===== src/hw/rtl/ildl_pkg.sv =====
`default_nettype none
package ildl_pkg;

  localparam int Capacity  = 64;
  localparam int Width     = 32;
  localparam int PosW      = $clog2(Capacity);
  localparam int CntW      = $clog2(Capacity + 1);
  localparam int IdxW      = 7;
  localparam int CmpW      = (CntW > IdxW) ? CntW : IdxW;
  localparam int GroupSize = 8;
  localparam int NumGroups = (Capacity + GroupSize - 1) / GroupSize;

  typedef enum logic [2:0] {
    OP_INSERT   = 3'd0,
    OP_DELETE   = 3'd1,
    OP_READ     = 3'd2,
    OP_WRITE    = 3'd3,
    OP_TRUNCATE = 3'd4,
    OP_CLEAR    = 3'd5
  } op_e;

  typedef enum logic [1:0] {
    ST_OK    = 2'd0,
    ST_EMPTY = 2'd1,
    ST_FULL  = 2'd2
  } status_e;

  typedef enum logic [1:0] {
    S_IDLE,
    S_EXEC,
    S_DRAIN
  } state_e;

  typedef struct packed {
    logic [2:0]  op;
    logic [6:0]  index;
    logic [31:0] value;
  } in_word_t;

  typedef struct packed {
    logic [31:0] read_data;
    logic [6:0]  count;
    logic [1:0]  status;
  } out_word_t;

  // Broadcast to every cell for one request.
  typedef struct packed {
    logic             shift_up;
    logic             shift_down;
    logic             load;
    logic             rd;
    logic [PosW-1:0]  pos;
    logic [Width-1:0] value;
  } cell_ctrl_t;

endpackage
`default_nettype wire


===== src/hw/rtl/ildl_cell.sv =====
`default_nettype none
module ildl_cell (
  input  wire logic                       clk_i,
  input  wire ildl_pkg::cell_ctrl_t       ctrl_i,
  input  wire logic [ildl_pkg::PosW-1:0]  cell_idx_i,
  input  wire logic [ildl_pkg::Width-1:0] left_i,
  input  wire logic [ildl_pkg::Width-1:0] right_i,
  output logic      [ildl_pkg::Width-1:0] data_o,
  output logic      [ildl_pkg::Width-1:0] rd_o
);

  logic [ildl_pkg::Width-1:0] data_q, data_d;
  logic                       at_pos, past_pos;

  assign at_pos   = (cell_idx_i == ctrl_i.pos);
  assign past_pos = (cell_idx_i > ctrl_i.pos);

  always_comb begin
    data_d = data_q;
    if (ctrl_i.shift_up && past_pos) begin
      data_d = left_i;
    end else if (ctrl_i.shift_down && (past_pos || at_pos)) begin
      data_d = right_i;
    end else if (ctrl_i.load && at_pos) begin
      data_d = ctrl_i.value;
    end
  end

  always_ff @(posedge clk_i) begin
    data_q <= data_d;
  end

  assign data_o = data_q;
  // Drive the word only from the addressed cell; the tree ORs all cells.
  assign rd_o   = (ctrl_i.rd && at_pos) ? data_q : '0;

endmodule
`default_nettype wire


===== config.mk =====
export PLATFORM = sky130hd
export DESIGN_NAME = ildl_cell
export DESIGN_NICKNAME = d
export VERILOG_FILES = /design/src/hw/rtl/ildl_pkg.sv /design/src/hw/rtl/ildl_cell.sv
export SDC_FILE = /design/constraint.sdc
export NUM_CORES = 1
export LEC_CHECK = 0
export ABC_AREA = 1
export ABC_CLOCK_PERIOD_IN_PS = 2200
export BUFFER_PORTS_ARGS = -buffer_cell sky130_fd_sc_hd__buf_4
export CAP_MARGIN = 40
export CORE_MARGIN = 1.5
export CORE_UTILIZATION = 38
export DETAILED_ROUTE_END_ITERATION = 10
export PLACE_DENSITY = 0.78
export SLEW_MARGIN = 20
export SYNTH_ARGS = -nofsm -noshare
export SYNTH_HDL_FRONTEND = slang
export SYNTH_SLANG_ARGS = --single-unit

===== constraint.sdc =====
create_clock -name clk_i -period 2.2 [get_ports clk_i]
set_input_delay 0 -clock clk_i [delete_from_list [all_inputs] [get_ports clk_i]]
set_output_delay 0 -clock clk_i [all_outputs]
set_load 0.02 [all_outputs]

After elaboration in Yosys (flattened, before gate mapping)
Cells that the tools add are included.
{"block": "word_totals", "reg_bits": 32, "input_bits": 113, "output_inout_bits": 64, "elab_cells": 13}
{"block": "classes", "order_cmp": 1, "eq_ne": 1, "mux": 4, "n_reduce_logical": 6}
{"operator": "$mux W32", "count": 4}
{"operator": "$eq A6 B6 Y1", "count": 1}
{"operator": "$gt A6 B6 Y1", "count": 1}
{"operator": "$logic_and A1 B1 Y1", "count": 4}
{"operator": "$reduce_bool A3 Y1", "count": 1}
{"operator": "$logic_or A1 B1 Y1", "count": 1}

Depth between registers and ports, before layout
Gate-level depths: netlist of the first run.
{"block": "depth", "ltp_word": 5, "mapped_depth": 11, "mapped_depth_nobuf": 10}

Worst setup path before layout of the first run
OpenSTA, ideal clock, no wires.
{"block": "synth_timing", "path_type": "input port to flip-flop", "start": "input port ctrl_i[37] (netlist name)", "end": "register data_q, in the netlist data_o[0] (enable)", "setup_time_ns": 0.561, "arrival_ns": 1.734, "required_ns": 1.639, "slack_ns": -0.095, "path_stages": 9, "path_cell_list": "inv_1 ha_1 nand2_2 inv_2 a21oi_2 nand3_2 nand2_4 buf_6 nand3_1"}
{"block": "synth_between", "elab_chain_len": 4, "elab_cells_between_ends": 7, "cone_classes": "order compare: 1; eq/ne: 1; reduce/logical: 5"}
{"item": "from (decl)", "line_no": "ildl_cell.sv:4", "rtl": "input wire ildl_pkg::cell_ctrl_t ctrl_i,"}
{"item": "$gt A6 B6 Y1 or $eq A6 B6 Y1 (tied branches)", "line_no": "ildl_cell.sv:16, ildl_cell.sv:15"}
{"item": "$logic_or A1 B1 Y1", "line_no": "ildl_cell.sv:22", "rtl": "end else if (ctrl_i.shift_down && (past_pos || at_pos)) begin"}
{"item": "$logic_and A1 B1 Y1", "line_no": "ildl_cell.sv:22"}
{"item": "$reduce_bool A3 Y1 (no source line) *"}
{"item": "to (signal assigned)", "line_no": "ildl_cell.sv:30", "rtl": "data_q <= data_d;"}
{"item": "to (decl)", "line_no": "ildl_cell.sv:12", "rtl": "logic [ildl_pkg::Width-1:0] data_q, data_d;"}
Mark *: on every way between the ends. The rest lies on a longest branch, timed or not.
A chain may end at the register's enable or synchronous reset.

Worst setup path after layout of the first run
{"block": "layout_timing", "start": "input port ctrl_i[37] (netlist name)", "end": "output port rd_o[27] (netlist name)"}
{"block": "layout_between", "elab_chain_len": 3}
{"item": "$eq A6 B6 Y1", "line_no": "ildl_cell.sv:15", "rtl": "assign at_pos = (cell_idx_i == ctrl_i.pos);"}
{"item": "$logic_and A1 B1 Y1", "line_no": "ildl_cell.sv:35", "rtl": "assign rd_o = (ctrl_i.rd && at_pos) ? data_q : '0;"}
{"item": "$mux W32", "line_no": "ildl_cell.sv:35"}
{"item": "to (decl)", "line_no": "ildl_cell.sv:9", "rtl": "output logic [ildl_pkg::Width-1:0] rd_o"}
No other way between the ends.

==> results of run 1 <==
## repair_timing
item	CTS	global route
endpoints found under the hold margin	19	2
hold buffers	19	2
setup buffers	0	0
## kinds of logic after synthesis
| group | after synthesis | share of synthesized area [%] |
|---|---|---|
| DFF | 32 | 38.7 |
| AOI/OAI and AO/OA | 2 | 0.656 |
| adders and majority gates | 6 | 3.03 |
| and+or+nand+nor | 209 | 36.4 |
| buffers and inverters | 128 | 21.2 |
## layer usage
layer / up-vias / GRT usage [%] / part of all wire, %
met5: - / 0 / 0
li1: 1492 / - / -
met2: 131 / 42.0 / 54
met3: 10 / 4.45 / 7.0
met4: 0 / 5.66 / 1.8
met1: 1301 / 25.7 / 37
## worst max-delay path, stage by stage
cell and delay (ps):
sky130_fd_sc_hd__buf_4 70, sky130_fd_sc_hd__inv_1 30, sky130_fd_sc_hd__ha_1 290, sky130_fd_sc_hd__nand2_2 70, sky130_fd_sc_hd__nor2_2 150, sky130_fd_sc_hd__nand2_2 110
sky130_fd_sc_hd__inv_1 90, sky130_fd_sc_hd__nand2_1 290, sky130_fd_sc_hd__buf_12 280, sky130_fd_sc_hd__nor2_1 120, sky130_fd_sc_hd__buf_4 160
## cell type report
class / count / area share, %
clock buffer: 6 / 1.75
inverter: 109 / 9.89
clock inverter: 1 / 0.121
multi-input combinational: 217 / 24.2
sequential: 32 / 23.2
timing repair buffer: 202 / 38.5
tap: 77 / 2.33
## cells in the mapped netlist
cell type / n / area, um^2
sky130_fd_sc_hd__inv_2: 2 / 7.51
sky130_fd_sc_hd__nor2_1: 32 / 120
sky130_fd_sc_hd__buf_4: 4 / 30.0
sky130_fd_sc_hd__nand3_1: 65 / 325
sky130_fd_sc_hd__ha_1: 6 / 75.1
sky130_fd_sc_hd__nand2_4: 1 / 11.3
sky130_fd_sc_hd__clkbuf_1: 5 / 18.8
sky130_fd_sc_hd__inv_1: 107 / 402
sky130_fd_sc_hd__buf_1: 1 / 3.75
sky130_fd_sc_hd__edfxtp_1: 32 / 961
sky130_fd_sc_hd__a21oi_2: 1 / 8.76
sky130_fd_sc_hd__buf_2: 6 / 30.0
sky130_fd_sc_hd__o21bai_1: 1 / 7.51
sky130_fd_sc_hd__nand2_2: 3 / 18.8
sky130_fd_sc_hd__nand3_4: 1 / 17.5
sky130_fd_sc_hd__nand2_1: 105 / 394
sky130_fd_sc_hd__nand3_2: 1 / 10.0
sky130_fd_sc_hd__nor2_2: 1 / 6.26
sky130_fd_sc_hd__buf_6: 3 / 33.8
## final timing paths
path | endpoint | slack [ps] | cells after the start
worst max-delay path | rd_o[27] | 530 | 11
worst min-delay path | data_o[11] | 10 | 3
## metrics by stage
step           cell area (um^2)  setup slack (ps)  util (%)  total power [mW]
6_report                   4140               526      65.5              2.27
3_3_place_gp               3850               462      61.0              1.81
2_1_floorplan              2490               318         -              1.41
5_1_grt                    4140               349      65.5              2.42
3_5_place_dp               3850               392      61.0              1.83
4_1_cts                    4120               532      65.2              2.28
## layout by cell type (no fill, tap or decap)
master	count
sky130_fd_sc_hd__inv_1	107
sky130_fd_sc_hd__nand2_1	105
sky130_fd_sc_hd__buf_4	179
sky130_fd_sc_hd__clkinv_2	1
sky130_fd_sc_hd__nand3_4	1
sky130_fd_sc_hd__nor2_2	1
sky130_fd_sc_hd__buf_12	2
sky130_fd_sc_hd__nor2_1	32
sky130_fd_sc_hd__edfxtp_1	32
sky130_fd_sc_hd__ha_1	6
sky130_fd_sc_hd__clkbuf_1	1
sky130_fd_sc_hd__nand2_2	3
sky130_fd_sc_hd__a21oi_2	1
sky130_fd_sc_hd__clkbuf_8	5
sky130_fd_sc_hd__inv_2	2
sky130_fd_sc_hd__dlygate4sd3_1	21
sky130_fd_sc_hd__o21bai_1	1
sky130_fd_sc_hd__nand3_2	2
sky130_fd_sc_hd__nand2_4	1
sky130_fd_sc_hd__nand3_1	64
## power groups by stage
stage	clock network [mW]	logic, mW	registers [mW]
after detailed placement	0	0.903	0.932
after global routing	0.455	1.02	0.939
after CTS	0.423	0.931	0.922
after global placement	0	0.885	0.928
final	0.410	0.936	0.922
after floorplan	0	0.328	1.08
==> PnR_summary.wiki, run 1 <==
{| class="wikitable"
! Metric !! Value
|-
| Result of the run || finished, final reports clean
|-
| Count of max-cap constraint violations || 0
|-
| Area of the placeable core || 6310 um^2
|-
| CTS-repair resized insts || 0
|-
| Wire length of the first global-routing pass || 12.6 mm
|-
| Sw Ratio || about a third
|-
| Relative contribution of combinational cells to total power || 41.3%
|-
| Sequential group share of total power || 40.7%
|-
| Startpoint type of the worst setup path || input pin
|-
| Die height || 83.8 um
|-
| Die outline area || 7020 um^2
|-
| Total of flip-flops plus latches after synthesis || 32
|-
| Width of the chip || 83.8 um
|-
| Total Routing Usage GR || around 22%
|-
| Number of iterations in the first detailed-routing pass || 4
|-
| Actual transition at the worst max-transition pin || ~560 ps
|-
| Net switching component of the power || roughly 800 uW
|-
| Filler cell count || 551
|-
| Detailed-route DRC error count || 0
|-
| Final hold vios || 0
|-
| Total congestion overflow after global routing || 0
|-
| Max_slew headroom || 62.3%
|-
| Post-Syn Area per Cell || 6.58 um^2
|-
| Initial antenna violation count || 0
|-
| Internal power component || 1.49 mW
|-
| Multi-input gate area in the final layout || 1000 um^2
|-
| Setup repair after global routing missed its margin || no
|-
| Sum of negative setup slack || 0 ps
|-
| Vias post-DR || 2934
|-
| Post-synthesis sequential area ratio || 38.7%
|-
| Worst endpoint required time || ~2200 ps
|-
| TritonCTS clock tree || done
|-
| Number of flip-flops under the largest register name || 32
|-
| Number of clock sinks || 32
|-
| Antenna violation net count after detailed routing || 0
|-
| Clock H-tree levels || 2
|-
| IO Pins || 177
|-
| Clock Tree Root || sky130_fd_sc_hd__clkbuf_8
|-
| Number of nets in the synthesized netlist || 496
|-
| Via count of the first global-routing pass || ~2.7k
|-
| Number of buffers on the longest clock path || 2
|-
| Num CTS Buffers || 5
|-
| Type of the worst min-delay path || in -> reg
|-
| Number of pins exceeding their max-slew limit in the final report || 0
|-
| Largest net degree at the start of global routing || 34
|-
| Clock transition at the register clock pins on the worst setup and hold paths after CTS || 60 ps
|-
| Count of buffers inserted at the top-level ports || 176
|-
| Area added between synthesis and finish || 66.8%
|-
| Hold Slack || a little over 10 ps
|-
| Detailed router's first-iteration violation count || around 140
|-
| Crit share post-route || about three quarters
|-
| Post-detailed-route via-to-cell ratio || about 4.6
|-
| Share of final-layout standard cells stronger than drive strength 1 || 34.9%
|-
| Final antenna diode count || 0
|-
| Routed Wire Length || between 7 and 8 mm
|-
| Wire length per cell || 12.2 um
|-
| Maximum clock frequency || ~0.60 GHz
|-
| Leakage power figure || approximately 2.5 nW
|-
| Clk network pwr share || 18.1%
|-
| NumNets Final || between 600 and 700
|-
| Setup Viol. Count Final || 0
|-
| VDD IR max || 0.000350 V
|-
| Non-filler instance count after layout || 644
|-
| Element type at the critical path end || output port
|-
| Hold path startpoint || left_i[11]
|-
| Area of the mapped netlist || 2480 um^2
|-
| Number of synthesis warnings || 0
|-
| Area of all sequential standard cells || 961 um^2
|-
| Max FO, Critical Path || 22
|-
| Post-synth cell types || 19
|-
| Data arrival at the endpoint of the critical path || 1670 ps
|-
| Starting Density || between 30% and 40%
|-
| Number of instances in the synthesized netlist || 377
|-
| Cell row count || 29
|-
| Minimum period implied by the final worst setup slack || 1670 ps
|-
| Class of the most critical setup path || in -> out
|-
| Pwr Density || roughly 550 nW/um^2
|-
| Half-perimeter wire length after placement || 5.67 mm
|-
| Global placement routability congestion || 0.926
|-
| Worst setup startpoint || ctrl_i[37]
|-
| # placed instances || 616
|}
(Power assumes the default switching activity.)
==> run 2: changes to the inputs <==
Settings changed: ABC_AREA 1 to 0, ABC_CLOCK_PERIOD_IN_PS 2200 to 1600, CORE_UTILIZATION 38 to 41, PLACE_DENSITY 0.78 to 0.81.
Clock period 2.2 ns to 1.6 ns, I/O delays scaled along.
==> PnR_summary.wiki, run 2 <==
{| class="wikitable"
! Metric !! Value
|-
| Result of the run || complete, but fails checks
|-
| Violations in the final reports || setup timing
|-
| Count of max-cap constraint violations || 0 (unchanged)
|-
| Leakage power figure || 2.27 nW (-9.4%)
|-
| Type of the worst min-delay path || in -> reg
|-
| Final hold vios || 0 (unchanged)
|-
| Number of clock sinks || 32 (unchanged)
|-
| Crit share post-route || 106%
|-
| Minimum period implied by the final worst setup slack || around 1700 ps
|-
| Vias post-DR || 2134 (-27%)
|-
| Wire length per cell || 16.5 um (+35%)
|-
| Data arrival at the endpoint of the critical path || 1730 ps (+60 ps)
|-
| Number of iterations in the first detailed-routing pass || 4 (unchanged)
|-
| Count of cells along the worst hold path || 2 (-1)
|-
| Post-synth EDFFs || 32 (unchanged)
|-
| Hold path startpoint || left_i[30]
|-
| Total of flip-flops plus latches after synthesis || 32 (unchanged)
|-
| Antenna violation net count after detailed routing || 0 (unchanged)
|-
| IO Pins || 177 (unchanged)
|-
| Actual transition at the worst max-transition pin || 268 ps (-296 ps)
|-
| Clock H-tree levels || 2 (unchanged)
|-
| Area added between synthesis and finish || 78.7%
|-
| Ordered cell list for the critical path || buf_6, ha_4, a21oi_2, nor2_2, o31ai_4, buf_6, buf_12, mux2_4, mux2_4
|-
| Setup repair after global routing missed its margin || yes
|-
| Clock Tree Root || sky130_fd_sc_hd__clkbuf_8
|-
| Worst endpoint required time || 1630 ps (-570 ps)
|-
| Number of instances in the synthesized netlist || 170 (-55%)
|-
| Number of pins exceeding their max-slew limit in the final report || 0 (unchanged)
|-
| Width of the chip || 79.2 um (-5.5%)
|-
| Non-filler instance count after layout || 430 (-33%)
|-
| Num CTS Buffers || 5 (unchanged)
|-
| Post-synth cell types || 21 (+2)
|-
| Max FO, Critical Path || 7 (-68%)
|-
| Final antenna diode count || 0 (unchanged)
|-
| Max_slew headroom || 82.1% (+20 points)
|-
| Largest net degree at the start of global routing || 33 (-2.9%)
|-
| Post-place instance area || 3930 um^2 (+2.1%)
|-
| Starting Density || 43.0% (+3.7 points)
|-
| Hold Path End || data_o[30]
|-
| Setup ws final || -101 ps (-628 ps)
|-
| Most frequent cell after synthesis || sky130_fd_sc_hd__mux2_4
|-
| Final design area excluding fillers || 4260 um^2 (+2.8%)
|-
| Total congestion overflow after global routing || 0 (unchanged)
|-
| Crit-path slowest cell || sky130_fd_sc_hd__o31ai_4
|-
| Number of flip-flops under the largest register name || 32 (unchanged)
|-
| Die outline area || 6270 um^2 (-11%)
|-
| Maximum clock frequency || ~0.59 GHz
|-
| Sum of negative setup slack || -2410 ps (-2410 ps)
|-
| Pwr Density || 803 nW/um^2 (+46%)
|-
| Initial antenna violation count || 0 (unchanged)
|-
| Element type at the critical path end || flip-flop
|-
| # placed instances || 414 (-33%)
|-
| Yosys top cell by area || sky130_fd_sc_hd__edfxtp_1
|-
| Post-Syn Area per Cell || 14.0 um^2 (+110%)
|-
| Filler cell count || 389 (-29%)
|-
| Proportion of register bits with asynchronous set or reset after synthesis || 0% (unchanged)
|-
| Number of synthesis warnings || 0 (unchanged)
|-
| Commonest cells after routing, fill and taps aside || sky130_fd_sc_hd__buf_4, sky130_fd_sc_hd__mux2_4, sky130_fd_sc_hd__and3_1, sky130_fd_sc_hd__edfxtp_1, sky130_fd_sc_hd__buf_6
|-
| Count of buffers inserted at the top-level ports || 176 (unchanged)
|-
| Total Routing Usage GR || 22.6% (+0.31 points)
|-
| TritonCTS clock tree || done
|-
| Cell row count || 27 (-6.9%)
|-
| VDD IR max || 0.000511 V (+46%)
|-
| Post-detailed-route via-to-cell ratio || 4.96 (+8.9%)
|-
| Area of the mapped netlist || 2380 um^2 (-4.0%)
|-
| Most common cell after layout, fill and taps aside || sky130_fd_sc_hd__buf_4
|-
| Slowest stage delay, CP || 310 ps (+20 ps)
|-
| Wire length of the first global-routing pass || 10.7 mm (-15%)
|-
| Area of the placeable core || 5540 um^2 (-12%)
|-
| NumNets Final || 476 (-31%)
|-
| Number of nets in the synthesized netlist || 289 (-42%)
|-
| Die height || 79.2 um (-5.5%)
|-
| Startpoint type of the worst setup path || input pin
|-
| Largest cells by area after synthesis || sky130_fd_sc_hd__edfxtp_1, sky130_fd_sc_hd__mux2_4, sky130_fd_sc_hd__and3_1
|-
| Routed Wire Length || 7.10 mm (-9.7%)
|-
| Class of the most critical setup path || in -> reg
|-
| Share of final-layout standard cells stronger than drive strength 1 || 79.3% (+44 points)
|-
| Number of buffers on the longest clock path || 2 (unchanged)
|-
| Most frequent cells after synthesis || sky130_fd_sc_hd__mux2_4, sky130_fd_sc_hd__and3_1, sky130_fd_sc_hd__edfxtp_1
|-
| Detailed-route DRC error count || 0 (unchanged)
|-
| Ys flop type || sky130_fd_sc_hd__edfxtp_1
|-
| Detailed router's first-iteration violation count || 49 (-64%)
|-
| Half-perimeter wire length after placement || 5.38 mm (-5.1%)
|-
| Global placement routability congestion || 0.769 (-17%)
|-
| Clock transition at the register clock pins on the worst setup and hold paths after CTS || 70 ps (about the same)
|-
| Post-synthesis sequential area ratio || 40.4% (+1.6 points)
|-
| Setup Viol. Count Final || 32 (+32)
|-
| Fraction of synthesized cell area taken by the top area cell type || 40.4% (+1.6 points)
|-
| Via count of the first global-routing pass || 2233 (-18%)
|}
==> run 2: area by class of cell <==
class	count	area (um^2)	area share (%)
Inverter	7	31.3	0.735
Tap cell	72	90.1	2.12
Clock buffer	6	72.6	1.71
Timing Repair Buffer	193	1610	37.9
Sequential cell	32	961	22.6
Clock inverter	2	35.0	0.823
Multi-Input combinational cell	118	1450	34.1
==> run 2: per-layer routing <==
metal,vias up,part of all wire [%],track usage (%)
li1,1014,-,-
met1,1001,34,21.7
met2,105,56,45.6
met3,14,7.8,6.32
met4,0,2.1,7.02
met5,-,0,0
==> run 2: worst max path at each step <==
stage,start,endpoint,slack [ps],depth (start not counted)
6_report,cell_idx_i[3],data_o[29],-100,9
3_5_place_dp,cell_idx_i[5],data_o[1],-460,8
4_1_cts,cell_idx_i[3],data_o[29],-100,9
3_3_place_gp,cell_idx_i[5],data_o[1],-430,8
2_1_floorplan,cell_idx_i[5],data_o[22],-260,7
5_1_grt,ctrl_i[35],data_o[29],-150,10
==> run 2: what timing repair did <==
| item | 4_1_cts | 5_1_grt |
|---|---|---|
| endpoints found under the setup margin | 32 | 34 |
| resized for setup | 20 | 1 |
| hold buffers | 0 | 0 |
| cloned | 4 | 0 |
| pin swaps | 5 | 0 |
| buffers inserted | 4 | 0 |
==> run 2: cells by family (layout without fill, tap and decap cells) <==
group	count (synthesis)	after routing	share of synthesized area, %
AO/OA/AOI/OAI	7	7	2.57
adder cells (fa/ha/maj)	6	6	3.15
buffers and inverters	20	208	4.78
flip-flops	32	32	40.4
multiplexers	64	64	38.8
AND/OR/NAND/NOR	41	41	10.4
==> run 2: power by group <==
group	internal (mW)	switching, mW
Sequential	1.14	0.0865
Clock	0.461	0.285
Combinational	0.840	0.598
==> run 2: metrics by stage <==
stage / power (mW) / utilization (%) / setup slack [ps] / hold WS, ps
6_report: 3.42 / 76.8 / -101 / 16.8
5_1_grt: 3.56 / 76.8 / -148 / 5.91
4_1_cts: 3.44 / 76.7 / -100 / 12.8
3_5_place_dp: 2.57 / 71.0 / -461 / 303
3_3_place_gp: 2.54 / 71.0 / -429 / 302
2_1_floorplan: 1.96 / - / -256 / 192
==> run 2: worst max-delay path, delay by kind of cell <==
kind	cells	cell delay [ps]
muxes	2	570
buffers and inverters	3	420
and+or+nand+nor	1	70
adders and majority gates	1	240
AOI/OAI and AO/OA	2	440
